## config.mk

```make
export PLATFORM = sky130hd
export DESIGN_NAME = mask_color_expand_blit
export DESIGN_NICKNAME = d
export VERILOG_FILES = /design/src/hw/rtl/mceb_pkg.sv /design/src/hw/rtl/mceb_regs.sv /design/src/hw/rtl/mceb_pos.sv /design/src/hw/rtl/mceb_calc.sv /design/src/hw/rtl/mask_color_expand_blit.sv
export SDC_FILE = /design/constraint.sdc
export NUM_CORES = 1
export LEC_CHECK = 0
export BUFFER_PORTS_ARGS = -buffer_cell sky130_fd_sc_hd__buf_2
export CAP_MARGIN = 20
export CORE_MARGIN = 5
export CORE_UTILIZATION = 54
export DETAILED_ROUTE_END_ITERATION = 10
export GPL_TIMING_DRIVEN = 1
export PLACE_DENSITY = 0.72
export SLEW_MARGIN = 15
export SYNTH_ARGS = -nofsm -noshare
export SYNTH_HDL_FRONTEND = slang
export SYNTH_SLANG_ARGS = --single-unit
export TNS_END_PERCENT = 50
```

## constraint.sdc

```tcl
create_clock -name clk -period 23.3 [get_ports clk]
set_input_delay 4.66 -clock clk [delete_from_list [all_inputs] [get_ports clk]]
set_output_delay 4.66 -clock clk [all_outputs]
set_load 0.1 [all_outputs]
```

## src/hw/rtl/mceb_pkg.sv

```systemverilog
// ----------------------------------------------------------------------------
// mceb_pkg
// Shared types and constants for the mask colour-expansion blit.
// ----------------------------------------------------------------------------
package mceb_pkg;

  // Register file geometry
  localparam int unsigned CFG_IDX_W  = 3;
  localparam int unsigned CFG_DATA_W = 32;
  localparam int unsigned DIM_W      = 13;
  localparam int unsigned COLOR_W    = 32;
  localparam int unsigned PIXEL_W    = 32;
  localparam int unsigned ADDR_W     = 24;

  // Register indexes
  localparam logic [CFG_IDX_W-1:0] REG_DEST_WIDTH  = 3'd0;
  localparam logic [CFG_IDX_W-1:0] REG_DEST_HEIGHT = 3'd1;
  localparam logic [CFG_IDX_W-1:0] REG_RECT_WIDTH  = 3'd2;
  localparam logic [CFG_IDX_W-1:0] REG_RECT_HEIGHT = 3'd3;
  localparam logic [CFG_IDX_W-1:0] REG_X_OFFSET    = 3'd4;
  localparam logic [CFG_IDX_W-1:0] REG_Y_OFFSET    = 3'd5;
  localparam logic [CFG_IDX_W-1:0] REG_FG_COLOR    = 3'd6;
  localparam logic [CFG_IDX_W-1:0] REG_BG_COLOR    = 3'd7;

  // Reset values
  localparam logic [DIM_W-1:0]   DEST_WIDTH_RST  = 13'd320;
  localparam logic [DIM_W-1:0]   DEST_HEIGHT_RST = 13'd240;
  localparam logic [DIM_W-1:0]   RECT_WIDTH_RST  = 13'd3;
  localparam logic [DIM_W-1:0]   RECT_HEIGHT_RST = 13'd6;
  localparam logic [DIM_W-1:0]   OFFSET_RST      = 13'd0;
  localparam logic [COLOR_W-1:0] FG_COLOR_RST    = 32'hFFFF_FFFF;
  localparam logic [COLOR_W-1:0] BG_COLOR_RST    = 32'h0000_0000;

  // Mask value that selects the background colour
  localparam logic [PIXEL_W-1:0] BG_KEY = 32'hFFFF_FFFF;

  // Configuration as seen by the datapath
  typedef struct packed {
    logic [DIM_W-1:0]   dest_width;
    logic [DIM_W-1:0]   dest_height;
    logic [DIM_W-1:0]   rect_width;
    logic [DIM_W-1:0]   rect_height;
    logic [DIM_W-1:0]   x_offset;
    logic [DIM_W-1:0]   y_offset;
    logic [COLOR_W-1:0] fg_color;
    logic [COLOR_W-1:0] bg_color;
  } mceb_cfg_t;

endpackage

```

## src/hw/rtl/mceb_regs.sv

```systemverilog
// ----------------------------------------------------------------------------
// mceb_regs
// Configuration register file, written through a plain write port.
// ----------------------------------------------------------------------------
module mceb_regs
  import mceb_pkg::*;
(
  input  logic                  clk,
  input  logic                  rst_n,
  input  logic                  cfg_we,
  input  logic [CFG_IDX_W-1:0]  cfg_index,
  input  logic [CFG_DATA_W-1:0] cfg_wdata,
  output mceb_cfg_t             cfg
);

  mceb_cfg_t cfg_r;
  mceb_cfg_t cfg_nxt;

  // Decode the write; narrow registers keep the low bits of the data.
  always_comb begin
    cfg_nxt = cfg_r;
    if (cfg_we) begin
      unique case (cfg_index)
        REG_DEST_WIDTH:  cfg_nxt.dest_width  = cfg_wdata[DIM_W-1:0];
        REG_DEST_HEIGHT: cfg_nxt.dest_height = cfg_wdata[DIM_W-1:0];
        REG_RECT_WIDTH:  cfg_nxt.rect_width  = cfg_wdata[DIM_W-1:0];
        REG_RECT_HEIGHT: cfg_nxt.rect_height = cfg_wdata[DIM_W-1:0];
        REG_X_OFFSET:    cfg_nxt.x_offset    = cfg_wdata[DIM_W-1:0];
        REG_Y_OFFSET:    cfg_nxt.y_offset    = cfg_wdata[DIM_W-1:0];
        REG_FG_COLOR:    cfg_nxt.fg_color    = cfg_wdata[COLOR_W-1:0];
        REG_BG_COLOR:    cfg_nxt.bg_color    = cfg_wdata[COLOR_W-1:0];
        default:         cfg_nxt = cfg_r;
      endcase
    end
  end

  always_ff @(posedge clk) begin
    if (!rst_n) begin
      cfg_r.dest_width  <= DEST_WIDTH_RST;
      cfg_r.dest_height <= DEST_HEIGHT_RST;
      cfg_r.rect_width  <= RECT_WIDTH_RST;
      cfg_r.rect_height <= RECT_HEIGHT_RST;
      cfg_r.x_offset    <= OFFSET_RST;
      cfg_r.y_offset    <= OFFSET_RST;
      cfg_r.fg_color    <= FG_COLOR_RST;
      cfg_r.bg_color    <= BG_COLOR_RST;
    end else begin
      cfg_r <= cfg_nxt;
    end
  end

  assign cfg = cfg_r;

endmodule

```

## src/hw/rtl/mceb_pos.sv

```systemverilog
// ----------------------------------------------------------------------------
// mceb_pos
// Input register and raster position counters over the rectangle.
// ----------------------------------------------------------------------------
module mceb_pos
  import mceb_pkg::*;
#(
  parameter int unsigned MAX_DIM = 4096
)
(
  input  logic                         clk,
  input  logic                         rst_n,
  input  mceb_cfg_t                    cfg,
  input  logic                         in_valid,
  output logic                         in_ready,
  input  logic [PIXEL_W-1:0]           in_pixel,
  output logic                         s1_valid,
  input  logic                         s1_ready,
  output logic [PIXEL_W-1:0]           s1_pixel,
  output logic [$clog2(MAX_DIM)-1:0]   s1_col,
  output logic [$clog2(MAX_DIM)-1:0]   s1_row,
  output logic                         s1_last
);

  localparam int unsigned CW = $clog2(MAX_DIM);
  localparam int unsigned EW = ((CW > DIM_W) ? CW : DIM_W) + 1;
  localparam logic [EW-1:0] MAX_E = EW'(MAX_DIM);

  logic          valid_r;
  logic [PIXEL_W-1:0] pixel_r;
  logic [CW-1:0] col_r, col_nxt;
  logic [CW-1:0] row_r, row_nxt;
  logic [CW-1:0] s1_col_r;
  logic [CW-1:0] s1_row_r;
  logic          last_r;
  logic          accept;
  logic [EW-1:0] col_lim, row_lim;
  logic          last_col, last_row;

  assign in_ready = !valid_r || s1_ready;
  assign accept   = in_valid && in_ready;

  // Last column and row, with the rectangle size clamped to 1..MAX_DIM.
  always_comb begin
    if (cfg.rect_width == '0) begin
      col_lim = '0;
    end else if (EW'(cfg.rect_width) >= MAX_E) begin
      col_lim = MAX_E - EW'(1);
    end else begin
      col_lim = EW'(cfg.rect_width) - EW'(1);
    end
    if (cfg.rect_height == '0) begin
      row_lim = '0;
    end else if (EW'(cfg.rect_height) >= MAX_E) begin
      row_lim = MAX_E - EW'(1);
    end else begin
      row_lim = EW'(cfg.rect_height) - EW'(1);
    end
    last_col = (EW'(col_r) >= col_lim);
    last_row = (EW'(row_r) >= row_lim);
  end

  // Raster advance: wrap the column at the row end, the row at the rectangle end.
  always_comb begin
    col_nxt = col_r;
    row_nxt = row_r;
    if (accept) begin
      if (last_col) begin
        col_nxt = '0;
        row_nxt = last_row ? '0 : row_r + CW'(1);
      end else begin
        col_nxt = col_r + CW'(1);
      end
    end
  end

  always_ff @(posedge clk) begin
    if (!rst_n) begin
      col_r   <= '0;
      row_r   <= '0;
      valid_r <= 1'b0;
    end else begin
      col_r <= col_nxt;
      row_r <= row_nxt;
      if (in_ready) begin
        valid_r <= in_valid;
      end
    end
  end

  // Payload of the input register, captured on each transfer.
  always_ff @(posedge clk) begin
    if (accept) begin
      pixel_r  <= in_pixel;
      s1_col_r <= col_r;
      s1_row_r <= row_r;
      last_r   <= last_col && last_row;
    end
  end

  assign s1_valid = valid_r;
  assign s1_pixel = pixel_r;
  assign s1_col   = s1_col_r;
  assign s1_row   = s1_row_r;
  assign s1_last  = last_r;

endmodule

```

## src/hw/rtl/mceb_calc.sv

```systemverilog
// ----------------------------------------------------------------------------
// mceb_calc
// Clipping, colour selection and address generation into the result register.
// ----------------------------------------------------------------------------
module mceb_calc
  import mceb_pkg::*;
#(
  parameter int unsigned MAX_DIM = 4096
)
(
  input  logic                       clk,
  input  logic                       rst_n,
  input  mceb_cfg_t                  cfg,
  input  logic                       s1_valid,
  output logic                       s1_ready,
  input  logic [PIXEL_W-1:0]         s1_pixel,
  input  logic [$clog2(MAX_DIM)-1:0] s1_col,
  input  logic [$clog2(MAX_DIM)-1:0] s1_row,
  input  logic                       s1_last,
  output logic                       out_valid,
  input  logic                       out_ready,
  output logic [ADDR_W-1:0]          out_addr,
  output logic [COLOR_W-1:0]         out_color,
  output logic                       out_enable,
  output logic                       out_done
);

  localparam int unsigned CW = $clog2(MAX_DIM);
  localparam int unsigned PW = ((CW > DIM_W) ? CW : DIM_W) + 1;
  localparam int unsigned MW = PW + DIM_W;

  logic               valid_r;
  logic [ADDR_W-1:0]  addr_r, addr_nxt;
  logic [COLOR_W-1:0] color_r, color_nxt;
  logic               enable_r, enable_nxt;
  logic               done_r;
  logic [PW-1:0]      xp, yp;
  logic [MW-1:0]      row_base;
  logic               in_dest;

  assign s1_ready = !valid_r || out_ready;

  // Destination position and clip test.
  always_comb begin
    xp       = PW'(s1_col) + PW'(cfg.x_offset);
    yp       = PW'(s1_row) + PW'(cfg.y_offset);
    in_dest  = (xp < PW'(cfg.dest_width)) && (yp < PW'(cfg.dest_height));
    row_base = MW'(yp) * MW'(cfg.dest_width);
  end

  // Colour selection; a transparent background or a clipped pixel writes nothing.
  always_comb begin
    enable_nxt = 1'b0;
    color_nxt  = '0;
    addr_nxt   = '0;
    if (in_dest) begin
      if (s1_pixel == BG_KEY) begin
        if (cfg.bg_color[COLOR_W-1:16] != '0) begin
          enable_nxt = 1'b1;
          color_nxt  = cfg.bg_color;
        end
      end else begin
        enable_nxt = 1'b1;
        color_nxt  = cfg.fg_color;
      end
    end
    if (enable_nxt) begin
      addr_nxt = ADDR_W'(xp) + row_base[ADDR_W-1:0];
    end
  end

  always_ff @(posedge clk) begin
    if (!rst_n) begin
      valid_r <= 1'b0;
    end else if (s1_ready) begin
      valid_r <= s1_valid;
    end
  end

  // Result register, loaded on each transfer from the input register.
  always_ff @(posedge clk) begin
    if (s1_valid && s1_ready) begin
      addr_r   <= addr_nxt;
      color_r  <= color_nxt;
      enable_r <= enable_nxt;
      done_r   <= s1_last;
    end
  end

  assign out_valid  = valid_r;
  assign out_addr   = addr_r;
  assign out_color  = color_r;
  assign out_enable = enable_r;
  assign out_done   = done_r;

endmodule

```

## src/hw/rtl/mask_color_expand_blit.sv

```systemverilog
// ----------------------------------------------------------------------------
// mask_color_expand_blit
// Monochrome colour-expansion blit: mask pixels in, framebuffer writes out.
// ----------------------------------------------------------------------------
// Usage:
// The in_ stream carries the rectangle's mask pixels in raster order, one per
// transfer. Each transfer yields exactly one transfer on the out_ stream: the
// destination address and colour, a write-enable flag in out_tuser (low for
// clipped or transparent pixels, with address and colour zero) and out_tlast
// on the last pixel of the rectangle.
// A pixel passes through the input register and then the result register
// before its output transfer. One pixel is taken every cycle while the receiver
// keeps up; the rate is set by the two register stages, each of which accepts
// a new pixel whenever its successor can move on.
// When the receiver stalls, the result register holds and the input register
// fills, after which in_tready drops; nothing is lost.
// Reset loads the register defaults (320 x 240 destination, 3 x 6 rectangle,
// zero offsets, white foreground, transparent background), clears both stages
// and sets the position counters to the rectangle's first pixel.
// Users must write registers through cfg_ only while idle; the block does not check.
// ----------------------------------------------------------------------------
module mask_color_expand_blit
  import mceb_pkg::*;
#(
  parameter int unsigned MAX_DIM = 4096
)
(
  input  logic                  clk,
  input  logic                  rst_n,
  // Configuration write port
  input  logic                  cfg_we,
  input  logic [CFG_IDX_W-1:0]  cfg_index,
  input  logic [CFG_DATA_W-1:0] cfg_wdata,
  // Mask pixel stream
  input  logic                  in_tvalid,
  output logic                  in_tready,
  input  logic [31:0]           in_tdata,   // [31:0] src_pixel
  // Framebuffer write stream
  output logic                  out_tvalid,
  input  logic                  out_tready,
  output logic [55:0]           out_tdata,  // [23:0] write_addr, [55:24] write_color
  output logic                  out_tuser,  // [0] write_enable
  output logic                  out_tlast   // rect_done
);

  localparam int unsigned CW = $clog2(MAX_DIM);

  mceb_cfg_t          cfg;
  logic               s1_valid;
  logic               s1_ready;
  logic [PIXEL_W-1:0] s1_pixel;
  logic [CW-1:0]      s1_col;
  logic [CW-1:0]      s1_row;
  logic               s1_last;
  logic [ADDR_W-1:0]  res_addr;
  logic [COLOR_W-1:0] res_color;

  // Register file
  mceb_regs u_regs (
    .clk       (clk),
    .rst_n     (rst_n),
    .cfg_we    (cfg_we),
    .cfg_index (cfg_index),
    .cfg_wdata (cfg_wdata),
    .cfg       (cfg)
  );

  // Input register and position counters
  mceb_pos #(
    .MAX_DIM (MAX_DIM)
  ) u_pos (
    .clk      (clk),
    .rst_n    (rst_n),
    .cfg      (cfg),
    .in_valid (in_tvalid),
    .in_ready (in_tready),
    .in_pixel (in_tdata),
    .s1_valid (s1_valid),
    .s1_ready (s1_ready),
    .s1_pixel (s1_pixel),
    .s1_col   (s1_col),
    .s1_row   (s1_row),
    .s1_last  (s1_last)
  );

  // Clip, colour and address into the result register
  mceb_calc #(
    .MAX_DIM (MAX_DIM)
  ) u_calc (
    .clk        (clk),
    .rst_n      (rst_n),
    .cfg        (cfg),
    .s1_valid   (s1_valid),
    .s1_ready   (s1_ready),
    .s1_pixel   (s1_pixel),
    .s1_col     (s1_col),
    .s1_row     (s1_row),
    .s1_last    (s1_last),
    .out_valid  (out_tvalid),
    .out_ready  (out_tready),
    .out_addr   (res_addr),
    .out_color  (res_color),
    .out_enable (out_tuser),
    .out_done   (out_tlast)
  );

  // Pack the result fields, address in the low bits.
  assign out_tdata = {res_color, res_addr};

endmodule

```

* Word-level counts from Yosys, hierarchy flattened
Cells that the tools add are included.
Widths: inputs -> output; s select.
** Storage, ports and cells
- Register bits after elaboration :: 283
- Bits in latches :: 0
- Memory bits (writable) :: 0
- Memories :: 0
- Output and inout port bits :: 60
- Memory bits (read-only) :: 0
- Bits of input ports :: 72
** Cells by class
- Mux-type cells :: 11
- Order comparisons :: 6
- Bitwise gates (word level) :: 0
- Shifts and indexed selects :: 0
- Multiply operators :: 1
- $add $sub $neg :: 7
- Div/mod/pow operators :: 0
- Reductions and logical operators :: 21
- Equality and inequality tests :: 8
** Operator list (number)
- $mux 32 :: 2
- $mux 14 :: 4
- $eq 32x32->1 const B :: 1
- $add 12x13->14 :: 2
- $ge 12x14->1 :: 2
- $lt 14x13->1 :: 2
- $sub 13x1->14 const B :: 2
- $ge 13x13->1 const B :: 2
- $logic_not 13->1 :: 2
- $add 12x1->12 const B :: 2
- $add 14x24->24 :: 1
- $mul 14x13->24 :: 1
- $mux 12 :: 2
- $reduce_and 2->1 :: 9
- $reduce_bool 16->1 :: 1
- $eq 3x3->1 const B :: 4
- $eq 3x2->1 const B :: 2
- $logic_and 1x1->1 :: 4
- $eq 3x1->1 const B :: 1
- $logic_not 3->1 :: 1
- $mux 1 :: 3
- $logic_not 1->1 :: 2
- $logic_or 1x1->1 :: 2

* Depth between registers and ports, before layout
- Word-level depth :: 5
- Depth in mapped cells :: 31

* Cells and area by module
From an unflattened synthesis, not the netlist that was laid out.
** Second synthesis, totals
- Cells, all modules :: 2052
- Area total of the unflattened synthesis :: 19854.0 um^2
** By module, submodules not included
- mceb_calc :: instances 1, area each 10261.1 um^2, cells an instance 1144
- mceb_regs :: instances 1, area each 5526.6 um^2, cells an instance 543
- mceb_pos :: instances 1, area each 4066.4 um^2, cells an instance 365

* Worst setup path after synthesis
OpenSTA, ideal clock, no wires.
- Path type :: input port to output port
- Start :: in out_tready
- End :: out in_tready
- Slack :: 13198 ps
- Stages :: 2
- Path buffers :: 0
- Data arrival time :: 5442 ps
- Required time :: 18640 ps
- Cell sequence :: nor2b_1 -> nand2_1
** On the way
- Longest elaborated chain between the ends :: 2
** RTL lines
- start: declaration :: RTL line mask_color_expand_blit.sv:40 : input logic out_tready,
- $logic_or 1x1->1 :: RTL line mceb_calc.sv:41 : assign s1_ready = !valid_r || out_ready;
- $logic_or 1x1->1 :: RTL line mceb_pos.sv:40 : assign in_ready = !valid_r || s1_ready;
- end: declaration :: RTL line mask_color_expand_blit.sv:36 : output logic in_tready,
Every way passes these cells.

* Worst setup path in the final report
Same ends and word-level chain as after synthesis.

==> results.py <==
metrics = {
    "status": {
        "outcome": "completed",
    },
    "worst_setup_path": {
        "worst_reg2reg_startpoint": "u_regs.cfg[64]",
        "worst_path_cell_with_the_longest_stage_delay": "nor2b_1",
        "worst-r2r-cell-count": 29,
        "timing.critical_path.arrival_ps": 5530,
        "worstSetupPathType": "in -> out",
        "timing.critical_path.from_type": "primary input",
        "delay_contributed_by_the_slowest_stage_of_the_critical_path_ps": 330,
        "worstPathMaxFanout": 4,
        "cp.required_ps": 18640,
        "crit_path_cell_trace": "buf_2, nor2b_1, nand2_1, buf_2",
        "setup.worst_path.end_class": "output port",
        "critical_path.most_common_cell": "buf_2",
        "regToRegEndpoint": "u_calc.out_addr[23]",
        "worst-r2r-setup-slack_ps": 15190,
    },
    "floorplan": {
        "initial_utilization_pct": 54.33,
        "boundaryPins": 132,
        "die_w_um": 198.5,
        "design.die.area_um2": 39390,
        "floorplan.core_area_um2": 35310,
        "die-height_um": 198.5,
        "floorplan.rows": 69,
    },
    "clock_tree": {
        "post_cts_resize_count": 0,
        "insertion_delay_ps": 580,
        "cts_inserted_buffers": 31,
        "clock_tree.buffer_depth": 3,
        "post_cts.repair.setup_buffers": 0,
        "tritoncts_clock_tree": "yes",
        "clockRootBuffer": "clkbuf_16",
        "cts.sink_count": 283,
        "clkTransAtPathRegs_ps": 60,
        "cts_hold_buffers": 0,
        "cts_htree_levels": 1,
    },
    "sta": {
        "grt_setup_unrepaired": "false",
        "final_max_slew_viol_count": 0,
        "fin_skew_ps": 20.25,
        "timing.setup.tns_ps": 0,
        "final-setup-viol-count": 0,
        "worst_slew_margin_rel_pct": 33.97,
        "timing.fmax_ghz": 0.09818,
        "layout_min_cycle_time_ps": 10190,
        "final.period_utilization_pct": 43.72,
        "worst_pin_slew_ps": 990.4,
        "timing_hold_violations_final": 0,
    },
    "global_route": {
        "grt_pass1_wl_um": 72460,
        "grt_remaining_overflow": 0,
        "grt_max_degree": 102,
        "grt_antenna_before_repair": 0,
        "vias_in_the_first_global_route": 14524,
        "grtUsageTotal_pct": 22.48,
    },
    "synth": {
        "synthFlopType": "dfxtp_1",
        "yosysSeqAreaShare_pct": 35.53,
        "synthDistinctLibCells": 60,
        "syn_area_um2": 19180,
        "synth-edff-count": 115,
        "ys_warn_count": 0,
        "post_synth.cell_area_avg_um2": 9.227,
        "ys_ff_latch": 283,
        "netlist_instances": 2079,
        "synth-async-reset-ratio_pct": 0,
        "postSynthNetCount": 2443,
    },
    "min_path": {
        "timing.hold.worst_path_depth": 0,
        "whs_endpoint": "u_calc.out_done",
        "hp-start": "u_pos.s1_last",
        "holdCritPathClass": "reg -> reg",
    },
    "place": {
        "dpl.hpwl_um": 32360,
        "dp.cells": 2595,
        "buffer_ports.inserted": 131,
        "routabilityCongestion": 0.8507,
        "placed_area_um2": 20180,
    },
    "final_layout": {
        "number_of_inserted_filler_cells_in_the_final_layout": 2982,
        "number_of_nets_at_the_end_of_the_flow": 2531,
        "syn_to_final_growth_pct": 10.66,
        "most-common-layout-cells": "nand2_1, inv_1, dfxtp_1",
        "stdcell_area_um2": 21230,
        "instances_no_fill": 2653,
        "final_common_cell": "nand2_1",
        "fraction_of_final_layout_cells_sized_beyond_drive_strength_1_pct": 10.04,
        "insertedDiodeCount": 0,
    },
    "detailed_routing": {
        "detail_route.first_pass.iterations": 5,
        "routed-via-count": 14497,
        "viasPerCell": 5.464,
        "route.antenna.remaining_nets": 0,
        "routedWlPerCell_um": 16.83,
        "remaining_routing_drc_violations": 0,
        "drt-initial-drc-count": 951,
        "finalWirelength_um": 44650,
    },
    "pwr": {
        "power_mw": 1.340,
        "ir_drop_mv": 0.06039,
        "power_density_nw_per_um2": 63.11,
        "power.static_leakage_nw": 9.558,
    },
    "flow_run": {
        "max_cap_viol_count": 0,
    },
}
[worst max-delay path by stage]
stage                    start        end  slack [ps]  depth (start not counted)
global placement    out_tready  in_tready       13170                          4
detailed placement  out_tready  in_tready       13120                          4
global route        out_tready  in_tready       13080                          4
floorplan           out_tready  in_tready       13200                          2
finish              out_tready  in_tready       13110                          4
CTS                 out_tready  in_tready       13120                          4
[worst max-delay path, delay by kind of cell]
kind,cells,cell delay (ps)
simple gates,2,460
buf+inv,2,410
[synthesized netlist by cell type, drive strengths merged, types with 22 or more instances]
| cell type | n | area [um2] |
|---|---|---|
| nand3 | 62 | 310.3 |
| inv | 197 | 739.5 |
| a21boi | 104 | 780.8 |
| o21ai | 38 | 193.9 |
| a21oi | 69 | 349.1 |
| nand2 | 477 | 1790 |
| nor3 | 22 | 110.1 |
| edfxtp | 115 | 3453 |
| dfxtp | 168 | 3363 |
| nand4 | 24 | 150.1 |
| ha | 150 | 1877 |
| a21o | 25 | 187.7 |
| nor2 | 88 | 330.3 |
| and2 | 62 | 387.9 |
| clkbuf | 85 | 322.8 |
| xor2 | 37 | 324.1 |
| fa | 142 | 2843 |
| xnor2 | 42 | 367.9 |
[through the flow]
| stage | setup WS [ps] | hold WS (ps) | utilization, % |
|---|---|---|---|
| CTS | 13120 | 449.1 | 60.12 |
| detailed placement | 13120 | 434.9 | 57.15 |
| floorplan | 13200 | 400.3 | - |
| finish | 13110 | 448.3 | 60.12 |
| global route | 13080 | 452.5 | 60.12 |
| global placement | 13170 | 448.2 | 57.15 |
[sequential cells by signal (all words and copies together) (netlist names)]
name / count
u_pos.s1_valid: 1
u_calc.out_enable: 1
u_calc.out_addr: 24
u_pos.s1_col: 12
u_regs.cfg: 142
u_calc.out_done: 1
u_calc.out_valid: 1
u_pos.col_r: 12
u_pos.s1_row: 12
u_pos.s1_pixel: 32
u_pos.s1_last: 1
u_pos.row_r: 12
u_calc.out_color: 32
[cells by family (layout without fill, tap and decap cells)]
kind of cell             after synthesis  after routing  synth area share [%]
AND/OR/NAND/NOR                      809            809                 18.56
buffers and inverters                298            411                 6.157
multiplexers                           2              2                0.1044
flip-flops                           283            283                 35.53
XOR/XNOR                              80             80                 3.724
AO/OA/AOI/OAI                        315            315                 11.32
adder cells (fa/ha/maj)              292            292                 24.60
[per-layer routing]
layer | up-vias | share of wire [%] | track usage, %
met1 | 6974 | 44 | 30.62
met5 | - | 0 | 0
met2 | 419 | 47 | 37.89
li1 | 7028 | - | -
met4 | 0 | 2.2 | 5.496
met3 | 76 | 6.3 | 3.777
[cell type report]
cell class	count	area (um2)	share of cell area (%)
clock buffers	44	875.8	4.126
clock inverters	14	173.9	0.8193
inverters	198	743.2	3.501
multi-input cells	1498	11200	52.78
flip-flops and latches	283	6817	32.11
well taps	461	576.8	2.717
repair buffers	155	838.3	3.949
[report_power, final]
part	total [mW]	switching, mW	internal (mW)
sequential	0.554	0.0111	0.543
clock	0.500	0.203	0.297
combinational	0.286	0.197	0.0886
Power figures use the tool's default switching activity.
